===== config.mk =====
export PLATFORM = sky130hd
export DESIGN_NAME = indexed_max_priority_queue_core
export DESIGN_NICKNAME = d
export VERILOG_FILES = /design/src/rtl/impq_pkg.sv /design/src/rtl/impq_ctrl.sv /design/src/rtl/impq_dp.sv /design/src/rtl/indexed_max_priority_queue_core.sv
export SDC_FILE = /design/constraint.sdc
export NUM_CORES = 2
export LEC_CHECK = 0
export ABC_CLOCK_PERIOD_IN_PS = 9600
export BUFFER_PORTS_ARGS = -buffer_cell sky130_fd_sc_hd__buf_2
export CAP_MARGIN = 20
export CELL_PAD_IN_SITES_DETAIL_PLACEMENT = 1
export CELL_PAD_IN_SITES_GLOBAL_PLACEMENT = 1
export CORE_MARGIN = 4
export CORE_UTILIZATION = 55
export DETAILED_ROUTE_END_ITERATION = 10
export PLACE_DENSITY = 0.81
export SLEW_MARGIN = 20
export SYNTH_ARGS = -nofsm -noshare
export SYNTH_HDL_FRONTEND = slang
export SYNTH_MEMORY_MAX_BITS = 65536
export SYNTH_SLANG_ARGS = --single-unit

===== constraint.sdc =====
create_clock -name clk_i -period 9.6 [get_ports clk_i]
set_input_delay 1.92 -clock clk_i [delete_from_list [all_inputs] [get_ports clk_i]]
set_output_delay 1.92 -clock clk_i [all_outputs]
set_load 0.02 [all_outputs]

===== src/rtl/impq_pkg.sv =====
`default_nettype none
package impq_pkg;

  localparam int unsigned IdW   = 17;
  localparam int unsigned PrioW = 30;

  typedef enum logic [1:0] {
    FUNC_ADD    = 2'd0,
    FUNC_EDIT   = 2'd1,
    FUNC_REMOVE = 2'd2,
    FUNC_EXEC   = 2'd3
  } func_e;

  typedef struct packed {
    logic [1:0]       func;
    logic [IdW-1:0]   user_id;
    logic [IdW-1:0]   task_id;
    logic [PrioW-1:0] priority_req;
  } req_t;

  typedef struct packed {
    logic           found;
    logic [IdW-1:0] owner;
    logic           overflow;
  } rsp_t;

  typedef struct packed {
    logic             vld;
    logic [PrioW-1:0] prio;
    logic [IdW-1:0]   tid;
    logic [IdW-1:0]   own;
  } slot_t;

  typedef enum logic [2:0] {
    ST_CLEAR,
    ST_IDLE,
    ST_SCAN,
    ST_LAST,
    ST_WRITE
  } state_e;

  typedef struct packed {
    logic clear_en;
    logic start;
    logic scan_en;
    logic commit;
  } cmd_t;

  typedef struct packed {
    logic cnt_last;
    logic out_full;
  } status_t;

endpackage
`default_nettype wire


===== src/rtl/impq_ctrl.sv =====
`default_nettype none
module impq_ctrl (
  input  wire logic             clk_i,
  input  wire logic             rst_ni,
  input  wire logic             in_valid_i,
  output logic                  in_stall_o,
  input  wire impq_pkg::status_t status_i,
  output impq_pkg::cmd_t        cmd_o
);
  import impq_pkg::*;

  state_e state_q, state_d;

  always_ff @(posedge clk_i or negedge rst_ni) begin
    if (!rst_ni) begin
      state_q <= ST_CLEAR;
    end else begin
      state_q <= state_d;
    end
  end

  always_comb begin
    state_d    = state_q;
    cmd_o      = '0;
    in_stall_o = 1'b1;
    unique case (state_q)
      ST_CLEAR: begin
        cmd_o.clear_en = 1'b1;
        if (status_i.cnt_last) begin
          state_d = ST_IDLE;
        end
      end
      ST_IDLE: begin
        in_stall_o = 1'b0;
        if (in_valid_i) begin
          cmd_o.start = 1'b1;
          state_d     = ST_SCAN;
        end
      end
      ST_SCAN: begin
        cmd_o.scan_en = 1'b1;
        if (status_i.cnt_last) begin
          state_d = ST_LAST;
        end
      end
      ST_LAST: begin
        state_d = ST_WRITE;
      end
      ST_WRITE: begin
        if (!status_i.out_full) begin
          cmd_o.commit = 1'b1;
          state_d      = ST_IDLE;
        end
      end
      default: state_d = ST_IDLE;
    endcase
  end

endmodule
`default_nettype wire


===== src/rtl/impq_dp.sv =====
`default_nettype none
module impq_dp #(
  parameter int unsigned CAPACITY = 64
) (
  input  wire logic             clk_i,
  input  wire logic             rst_ni,
  input  wire impq_pkg::req_t   in_data_i,
  input  wire impq_pkg::cmd_t   cmd_i,
  output impq_pkg::status_t     status_o,
  output logic                  out_valid_o,
  input  wire logic             out_stall_i,
  output impq_pkg::rsp_t        out_data_o
);
  import impq_pkg::*;

  localparam int unsigned IdxW = (CAPACITY > 1) ? $clog2(CAPACITY) : 1;
  localparam logic [IdxW-1:0] LastIdx = IdxW'(CAPACITY - 1);

  slot_t mem [CAPACITY];

  req_t            req_q;
  logic [IdxW-1:0] cnt_q;
  slot_t           rd_q;
  logic [IdxW-1:0] rd_idx_q;
  logic            rd_vld_q;

  logic            match_q, free_q, best_q;
  logic [IdxW-1:0] match_idx_q, free_idx_q, best_idx_q;
  logic [IdW-1:0]  match_own_q, best_own_q, best_tid_q;
  logic [PrioW-1:0] best_prio_q;

  logic            out_valid_q;
  rsp_t            out_q;

  logic            wr_en;
  logic [IdxW-1:0] wr_addr;
  slot_t           wr_word;
  rsp_t            rsp;
  logic            hit, better;

  assign status_o.cnt_last = (cnt_q == LastIdx);
  assign status_o.out_full = out_valid_q && out_stall_i;

  assign hit    = rd_vld_q && rd_q.vld;
  assign better = !best_q || (rd_q.prio > best_prio_q) ||
                  ((rd_q.prio == best_prio_q) && (rd_q.tid > best_tid_q));

  always_comb begin
    wr_en   = 1'b0;
    wr_addr = match_idx_q;
    wr_word = '{vld: 1'b1, prio: req_q.priority_req, tid: req_q.task_id,
                own: req_q.user_id};
    rsp     = '0;
    unique case (func_e'(req_q.func))
      FUNC_ADD: begin
        if (match_q) begin
          wr_en = 1'b1;
        end else if (free_q) begin
          wr_en   = 1'b1;
          wr_addr = free_idx_q;
        end else begin
          rsp.overflow = 1'b1;
        end
      end
      FUNC_EDIT: begin
        wr_en       = match_q;
        wr_word.own = match_own_q;
      end
      FUNC_REMOVE: begin
        wr_en       = match_q;
        wr_word.vld = 1'b0;
      end
      FUNC_EXEC: begin
        wr_en       = best_q;
        wr_addr     = best_idx_q;
        wr_word.vld = 1'b0;
        rsp.found   = best_q;
        rsp.owner   = best_q ? best_own_q : '0;
      end
      default: wr_en = 1'b0;
    endcase
  end

  always_ff @(posedge clk_i) begin
    if (cmd_i.clear_en) begin
      mem[cnt_q] <= '0;
    end else if (cmd_i.commit && wr_en) begin
      mem[wr_addr] <= wr_word;
    end
    if (cmd_i.scan_en) begin
      rd_q     <= mem[cnt_q];
      rd_idx_q <= cnt_q;
    end
    if (cmd_i.start) begin
      req_q <= in_data_i;
    end
    if (hit && (rd_q.tid == req_q.task_id) && !match_q) begin
      match_idx_q <= rd_idx_q;
      match_own_q <= rd_q.own;
    end
    if (rd_vld_q && !rd_q.vld && !free_q) begin
      free_idx_q <= rd_idx_q;
    end
    if (hit && better) begin
      best_idx_q  <= rd_idx_q;
      best_prio_q <= rd_q.prio;
      best_tid_q  <= rd_q.tid;
      best_own_q  <= rd_q.own;
    end
    if (cmd_i.commit) begin
      out_q <= rsp;
    end
  end

  always_ff @(posedge clk_i or negedge rst_ni) begin
    if (!rst_ni) begin
      cnt_q       <= '0;
      rd_vld_q    <= 1'b0;
      match_q     <= 1'b0;
      free_q      <= 1'b0;
      best_q      <= 1'b0;
      out_valid_q <= 1'b0;
    end else begin
      rd_vld_q <= cmd_i.scan_en;
      if (cmd_i.start) begin
        cnt_q <= '0;
      end else if (cmd_i.clear_en || cmd_i.scan_en) begin
        cnt_q <= status_o.cnt_last ? '0 : cnt_q + 1'b1;
      end
      if (cmd_i.start) begin
        match_q <= 1'b0;
        free_q  <= 1'b0;
        best_q  <= 1'b0;
      end else begin
        if (hit && (rd_q.tid == req_q.task_id)) match_q <= 1'b1;
        if (rd_vld_q && !rd_q.vld) free_q <= 1'b1;
        if (hit) best_q <= 1'b1;
      end
      if (cmd_i.commit) begin
        out_valid_q <= 1'b1;
      end else if (!out_stall_i) begin
        out_valid_q <= 1'b0;
      end
    end
  end

  assign out_valid_o = out_valid_q;
  assign out_data_o  = out_q;

endmodule
`default_nettype wire


===== src/rtl/indexed_max_priority_queue_core.sv =====
// Channel | Signals                         | Transfer when
// in      | in_valid_i, in_stall_o, in_data_i | in_valid_i && !in_stall_o
// out     | out_valid_o, out_stall_i, out_data_o | out_valid_o && !out_stall_i
//
// Each item takes a scan of the slot memory (ST_SCAN), one read per cycle,
// then ST_LAST and a write-back in ST_WRITE. One item is in flight at a time.
// After reset a clearing pass over every slot holds in_stall_o high.
// A stalled result waits in the output register; the next item may be taken
// meanwhile and holds at write-back until that register frees.
`default_nettype none
module indexed_max_priority_queue_core #(
  parameter int unsigned CAPACITY = 64
) (
  input  wire logic           clk_i,
  input  wire logic           rst_ni,
  input  wire logic           in_valid_i,
  output logic                in_stall_o,
  input  wire impq_pkg::req_t in_data_i,
  output logic                out_valid_o,
  input  wire logic           out_stall_i,
  output impq_pkg::rsp_t      out_data_o
);
  import impq_pkg::*;

  cmd_t    cmd;
  status_t status;

  impq_ctrl u_ctrl (
    .clk_i      (clk_i),
    .rst_ni     (rst_ni),
    .in_valid_i (in_valid_i),
    .in_stall_o (in_stall_o),
    .status_i   (status),
    .cmd_o      (cmd)
  );

  impq_dp #(.CAPACITY(CAPACITY)) u_dp (
    .clk_i       (clk_i),
    .rst_ni      (rst_ni),
    .in_data_i   (in_data_i),
    .cmd_i       (cmd),
    .status_o    (status),
    .out_valid_o (out_valid_o),
    .out_stall_i (out_stall_i),
    .out_data_o  (out_data_o)
  );

endmodule
`default_nettype wire


# Word level (Yosys, flattened, before mapping)
# Memories as Yosys holds them, arrays and structs flattened. A register that Yosys moved wholly into a read port is not among the register bits.
# Cells that the tools add are included.
# classes
addsub	1
magnitude_cmp	2
n_eq_ne	15
mux	40
bitwise	1
n_reduce_logical	28
# ops
operator	count
$mux W65	1
$reduce_or A65 Y1	1
$mux W6	6
$eq A30 B30 Y1	1
$gt A30 B30 Y1	1
$mux W1	25
$eq A17 B17 Y1	1
$gt A17 B17 Y1	1
$mux W17	1
$pmux W3 S5	1
$mux W3	4
$pmux W6 S2	1
$logic_and A1 B1 Y1	9
$reduce_bool A2 Y1	4
$add A6 B1 Y6 const B	1
$eq A3 B2 Y1 const B	2
$eq A6 B6 Y1 const B	1
$ne A2 B1 Y1 const B	3
$reduce_or A2 Y1	3
$eq A2 B2 Y1 const B	2
$logic_not A1 Y1	4
$ne A2 B2 Y1 const B	2
$reduce_and A4 Y1	1
$eq A3 B1 Y1 const B	1
8 further kinds	10
# word_totals
reg_bits	204
ramBits	4160
output_inout_bits	21
elab_cells	110
memories	1
# mem_list
name	words	word_bits	read_ports	rd_clocked_by_memory_dff	wr	line_no	rtl
u_dp.mem	64	65	1	1	1	impq_dp.sv:19	slot_t mem [CAPACITY];

# Depth between registers and ports, before layout
# depth
depth_word	9
depth_mapped	10
ltp_nobuf	8

# Modules after synthesis
# A second synthesis with hierarchy kept.
# unflattened
cells_unflattened	7185
hier_area_um2	167554.4
# modules_own_cells
mod	n_inst	cells_each	area_each_um2	seq_area_each_um2
impq_dp	1	7167	167359.3	132852.4
impq_ctrl	1	18	195.2	75.1

# Least setup slack after synthesis
# No wires, ideal clock.
# synth_path
kind	input-to-reg
startpoint	input out_stall_i
endpoint	memory u_dp.mem[17][0] (netlist bit) (enable)
arrival_time_ns	7.479
setup_slack_ns	1.553
stages	7
path_cell_list	nand2_1 > nand2b_4 > or3_1 > buf_6 > buf_6 > o22a_1 > nor3_1
# synth_between
elab_chain_cells	9
word_cells_on_any_way	10
classes_between	mux (7); reduce/logical (3)
# synth_rtl
element	line_no	rtl
start, declared	indexed_max_priority_queue_core.sv:20	input wire logic out_stall_i,
$logic_and A1 B1 Y1 *	impq_dp.sv:42	assign status_o.out_full = out_valid_q && out_stall_i;
$mux W1 *	impq_ctrl.sv:50	if (!status_i.out_full) begin
$mux W1 *	impq_ctrl.sv:26	unique case (state_q)
$logic_and A1 B1 Y1 *	impq_dp.sv:87	end else if (cmd_i.commit && wr_en) begin
$mux W1 *	impq_dp.sv:87	
$mux W1 *	impq_dp.sv:85	if (cmd_i.clear_en) begin
$mux W1 (implied by the code) *	impq_dp.sv:88	mem[wr_addr] <= wr_word;
$reduce_or A65 Y1 (no line)	-	
$mux W6 (no line) or $mux W1 (tied branches)	-	
end, declared	impq_dp.sv:19	
# Every way passes the cells marked *; elsewhere a longest branch is shown, timed or not.

# Worst setup path after layout
# layout_path
startpoint	register u_dp.req_q[65] (netlist bit)
endpoint	memory u_dp.mem[53][51] (netlist bit) (enable)
# layout_between
elab_chain_cells	9
word_cells_on_any_way	14
classes_between	eq/ne (3); mux (7); reduce/logical (4)
# layout_rtl
element	line_no	rtl
start, declared	impq_dp.sv:21	req_t req_q;
start signal, assigned	impq_dp.sv:95	req_q <= in_data_i;
$eq A2 B1 Y1 or $eq A2 B2 Y1 (tied branches)	impq_dp.sv:54	unique case (func_e'(req_q.func))
$reduce_or A2 Y1 (no line)	-	
$pmux W1 S3	impq_dp.sv:54	
$logic_and A1 B1 Y1	impq_dp.sv:87	
$mux W1	impq_dp.sv:87	
$mux W1	impq_dp.sv:85	
$mux W1 (implied by the code)	impq_dp.sv:88	
$reduce_or A65 Y1 (no line)	-	
$mux W6 (no line) or $mux W1 (tied branches)	-	
# Parallel ways exist; a longest one is shown, timed or not.

==> impl_metrics.tcl <==
set metrics [dict create \
    cts_sinks 4429 \
    r2r_slack_ns 3.18 \
    switching_share_pct 30.7 \
    p_int_w 0.0370 \
    p_clk_share_pct 33.0 \
    synth_edf_count 4415 \
    die_x_um 561 \
    fin_nets 7398 \
    yosysWarnings 0 \
    hold_path.class "flop to flop" \
    grt_antenna_before_repair 27 \
    post_drt_wl_per_cell_um 45.1 \
    fmax_mhz 156 \
    worstSkewPairLatency_ns 1.00 \
    netlist_instances 6831 \
    cts_root_buf "clkbuf_16" \
    die_area_um2 315000 \
    fp-row-count 202 \
    routed_wirelength_um 530000 \
    min_to "u_dp.best_prio_q[7]" \
    core_um2 304000 \
    max-cap-violations 0 \
    ys.flop_type "edfxtp_1" \
    r2r-start "u_dp.req_q[65]" \
    cts_tree "built" \
    drive_gt1_share_pct 31.5 \
    arrival_ns 7.00 \
    critPathKind "flop to flop" \
    path_depth 12 \
    ctsHoldBuffers 0 \
    setup_tns_ns 0 \
    p_leak_nw 66.6 \
    synth_area_leader_cell "edfxtp_1" \
    seq_area_frac_synth_pct 78.9 \
    cpMaxStageDelayCell "nor2_1" \
    hold_viol 0 \
    dieHeight_um 561 \
    drc 0 \
    crit_chain "ha_1 -> buf_4 -> and3b_1 -> a211oi_1 -> nor3_4 -> buf_4 -> nor2_1 -> a32oi_1 -> buf_4 -> nor2_4 -> buf_4 -> buf_4" \
    clk_pin_slew_ns 0.07 \
    worstSetupStartpointType "flop" \
    synth.net_count 6954 \
    dr.pass1.iters 10 \
    p_per_area_nw_per_um2 281 \
    io_buffer_count 90 \
    combPwrFrac_pct 24.4 \
    crit_fanout 44 \
    fin_ws_ns 3.18 \
    track_usage_pct 33.6 \
    period_share_pct 66.8 \
    dp.cells 10900 \
    ys_ff_latch 4429 \
    p_switching_w 0.0164 \
    max_stage_delay_ns 0.82 \
    syn2layout_area_growth_pct 12.9 \
    synth_cell_types 64 \
    r2r_end "u_dp.mem[53][51]" \
    dp_slack_ns 3.19 \
    reg2regPathDepth 12 \
    globalRouteOverflowTotal 0 \
    gp_congestion 0.894 \
    layout_common_cells "edfxtp_1, mux4_2, clkbuf_16" \
    worst_pin_slew_ns 1.27 \
    pwr-share-seq_pct 42.7 \
    grt_max_degree 117 \
    htree_levels 5 \
    post_cts_buffers 0 \
    async_reset_ff_share_pct 0.316 \
    ant_nets 0 \
    endpoint_kind "flop" \
    initial_utilization_pct 55.4 \
    vias 86000 \
    relSlewSlack_pct 15.0 \
    min-delay-start "u_dp.rd_q[41]" \
    slew_violations 0 \
    path_delay_family "buffers and inverters" \
    clock_skew_ns 0.0938 \
    cts_resized 0 \
    status "completed" \
    hold_path_depth 0 \
    required_ns 10.18 \
    initialDrtViolationCount 15500 \
    pin_count 91 \
    synth_area_um2 168000 \
    postSynthAreaPerCell_um2 24.7 \
    synth.area.top_cells "edfxtp_1, mux4_2, a22oi_1" \
    critical_path.most_common_cell "buf_4" \
    rsz0062_at_grt "no" \
    path_buf_inv 5 \
    ctsLongestPathBuffers 4 \
    viasPerCell 7.33 \
    cts_buffers 431 \
    place_hpwl_um 264000 \
    synth_top_area_share_pct 78.7 \
    setup_viol 0 \
    vdd_drop_max_v 0.000355 \
    final_cells 11700 \
    first_global_vias 88000 \
    layout_min_cycle_time_ns 6.42 \
    final_common_cell "edfxtp_1" \
    grt_pass1_wl_um 730000 \
]
[synth_stat cells, types with 17 or more instances]
cell type / instances
buf_1: 27
edfxtp_1: 4415
mux4_2: 1300
clkbuf_1: 204
and3_1: 22
nand2_1: 98
a21oi_1: 50
nor2_1: 97
a22oi_1: 132
inv_1: 61
and2_1: 53
ha_1: 53
buf_2: 105
mux2i_1: 17
[kinds of logic (layout without fill, tap and decap cells)]
kind of cell               Yosys count  after routing  synth area share [%]
xor gates and xnor gates            19             19                0.0988
DFF                               4429           4429                  78.9
buffers and inverters              406           1216                  1.01
and+or+nand+nor                    354            354                  1.03
adders and majority gates           53             53                 0.394
AOI/OAI and AO/OA                  252            252                  1.06
muxes                             1318           1318                  17.5
other                                0             10                     0
[worst register-to-register path, cell delays in order, from the launching register on]
cell and delay (ns):
edfxtp_1 0.49, ha_1 0.56, buf_4 0.35, and3b_1 0.21
a211oi_1 0.64, nor3_4 0.09, buf_4 0.33, nor2_1 0.84
a32oi_1 0.30, buf_4 0.30, nor2_4 0.57, buf_4 0.49
buf_4 0.67
[how the worst max path moves through the flow]
stage | endpoint | slack [ns] | startpoint
3_5_place_dp | u_dp.mem[52][58] | 3.19 | out_stall_i
5_1_grt | u_dp.mem[53][53] | 3.25 | u_dp.req_q[65]
6_report | u_dp.mem[53][51] | 3.18 | u_dp.req_q[65]
3_3_place_gp | u_dp.mem[50][53] | 3.26 | out_stall_i
2_1_floorplan | u_dp.mem[17][0] | 1.55 | out_stall_i
4_1_cts | u_dp.mem[53][52] | 3.59 | u_dp.req_q[65]
[state kept, by name, summed over array words and instances (netlist names), 3 cells and up]
register,count
u_dp.rd_q,65
u_dp.best_tid_q,17
u_dp.mem,4160
u_dp.match_own_q,17
u_dp.cnt_q,6
u_dp.rd_idx_q,6
u_dp.free_idx_q,6
u_ctrl.state_q,3
u_dp.best_prio_q,30
u_dp.match_idx_q,6
u_dp.req_q,66
u_dp.best_idx_q,6
u_dp.best_own_q,17
u_dp.out_data_o,19
[layout make-up]
class                   instances  area, µm²
clock buffers                 503      11100
inverters                      61        229
well taps                    4080       5100
multi-input cells            1996      34600
repair buffers                356       2910
fillers                     23800     114000
flip-flops and latches       4429     133000
diodes                         10       25.0
clock inverters               296       3200
[per-layer routing]
layer	wire length [µm]	up-vias	global-route usage [%]
met5	171	-	0
met4	38700	26	19.7
met3	67300	1786	8.46
met2	257000	8757	53.3
met1	167000	44900	42.6
li1	-	30500	-
[per-stage QoR]
step	hold slack (ns)	util (%)	total power (W)	area (µm²)
3_3_place_gp	0.431	57.7	0.0350	175000
2_1_floorplan	0.421	-	0.0309	168000
4_1_cts	0.456	62.5	0.0532	190000
5_1_grt	0.468	62.6	0.0546	190000
3_5_place_dp	0.441	57.8	0.0354	176000
6_report	0.454	62.6	0.0534	190000
[power by group through the flow]
stage | logic (W) | clock network [W] | registers (W)
3_5_place_dp | 0.0123 | 0 | 0.0231
2_1_floorplan | 0.00819 | 0 | 0.0227
6_report | 0.0130 | 0.0176 | 0.0228
5_1_grt | 0.0133 | 0.0185 | 0.0228
3_3_place_gp | 0.0120 | 0 | 0.0230
4_1_cts | 0.0128 | 0.0177 | 0.0227
(Power assumes the default switching activity.)
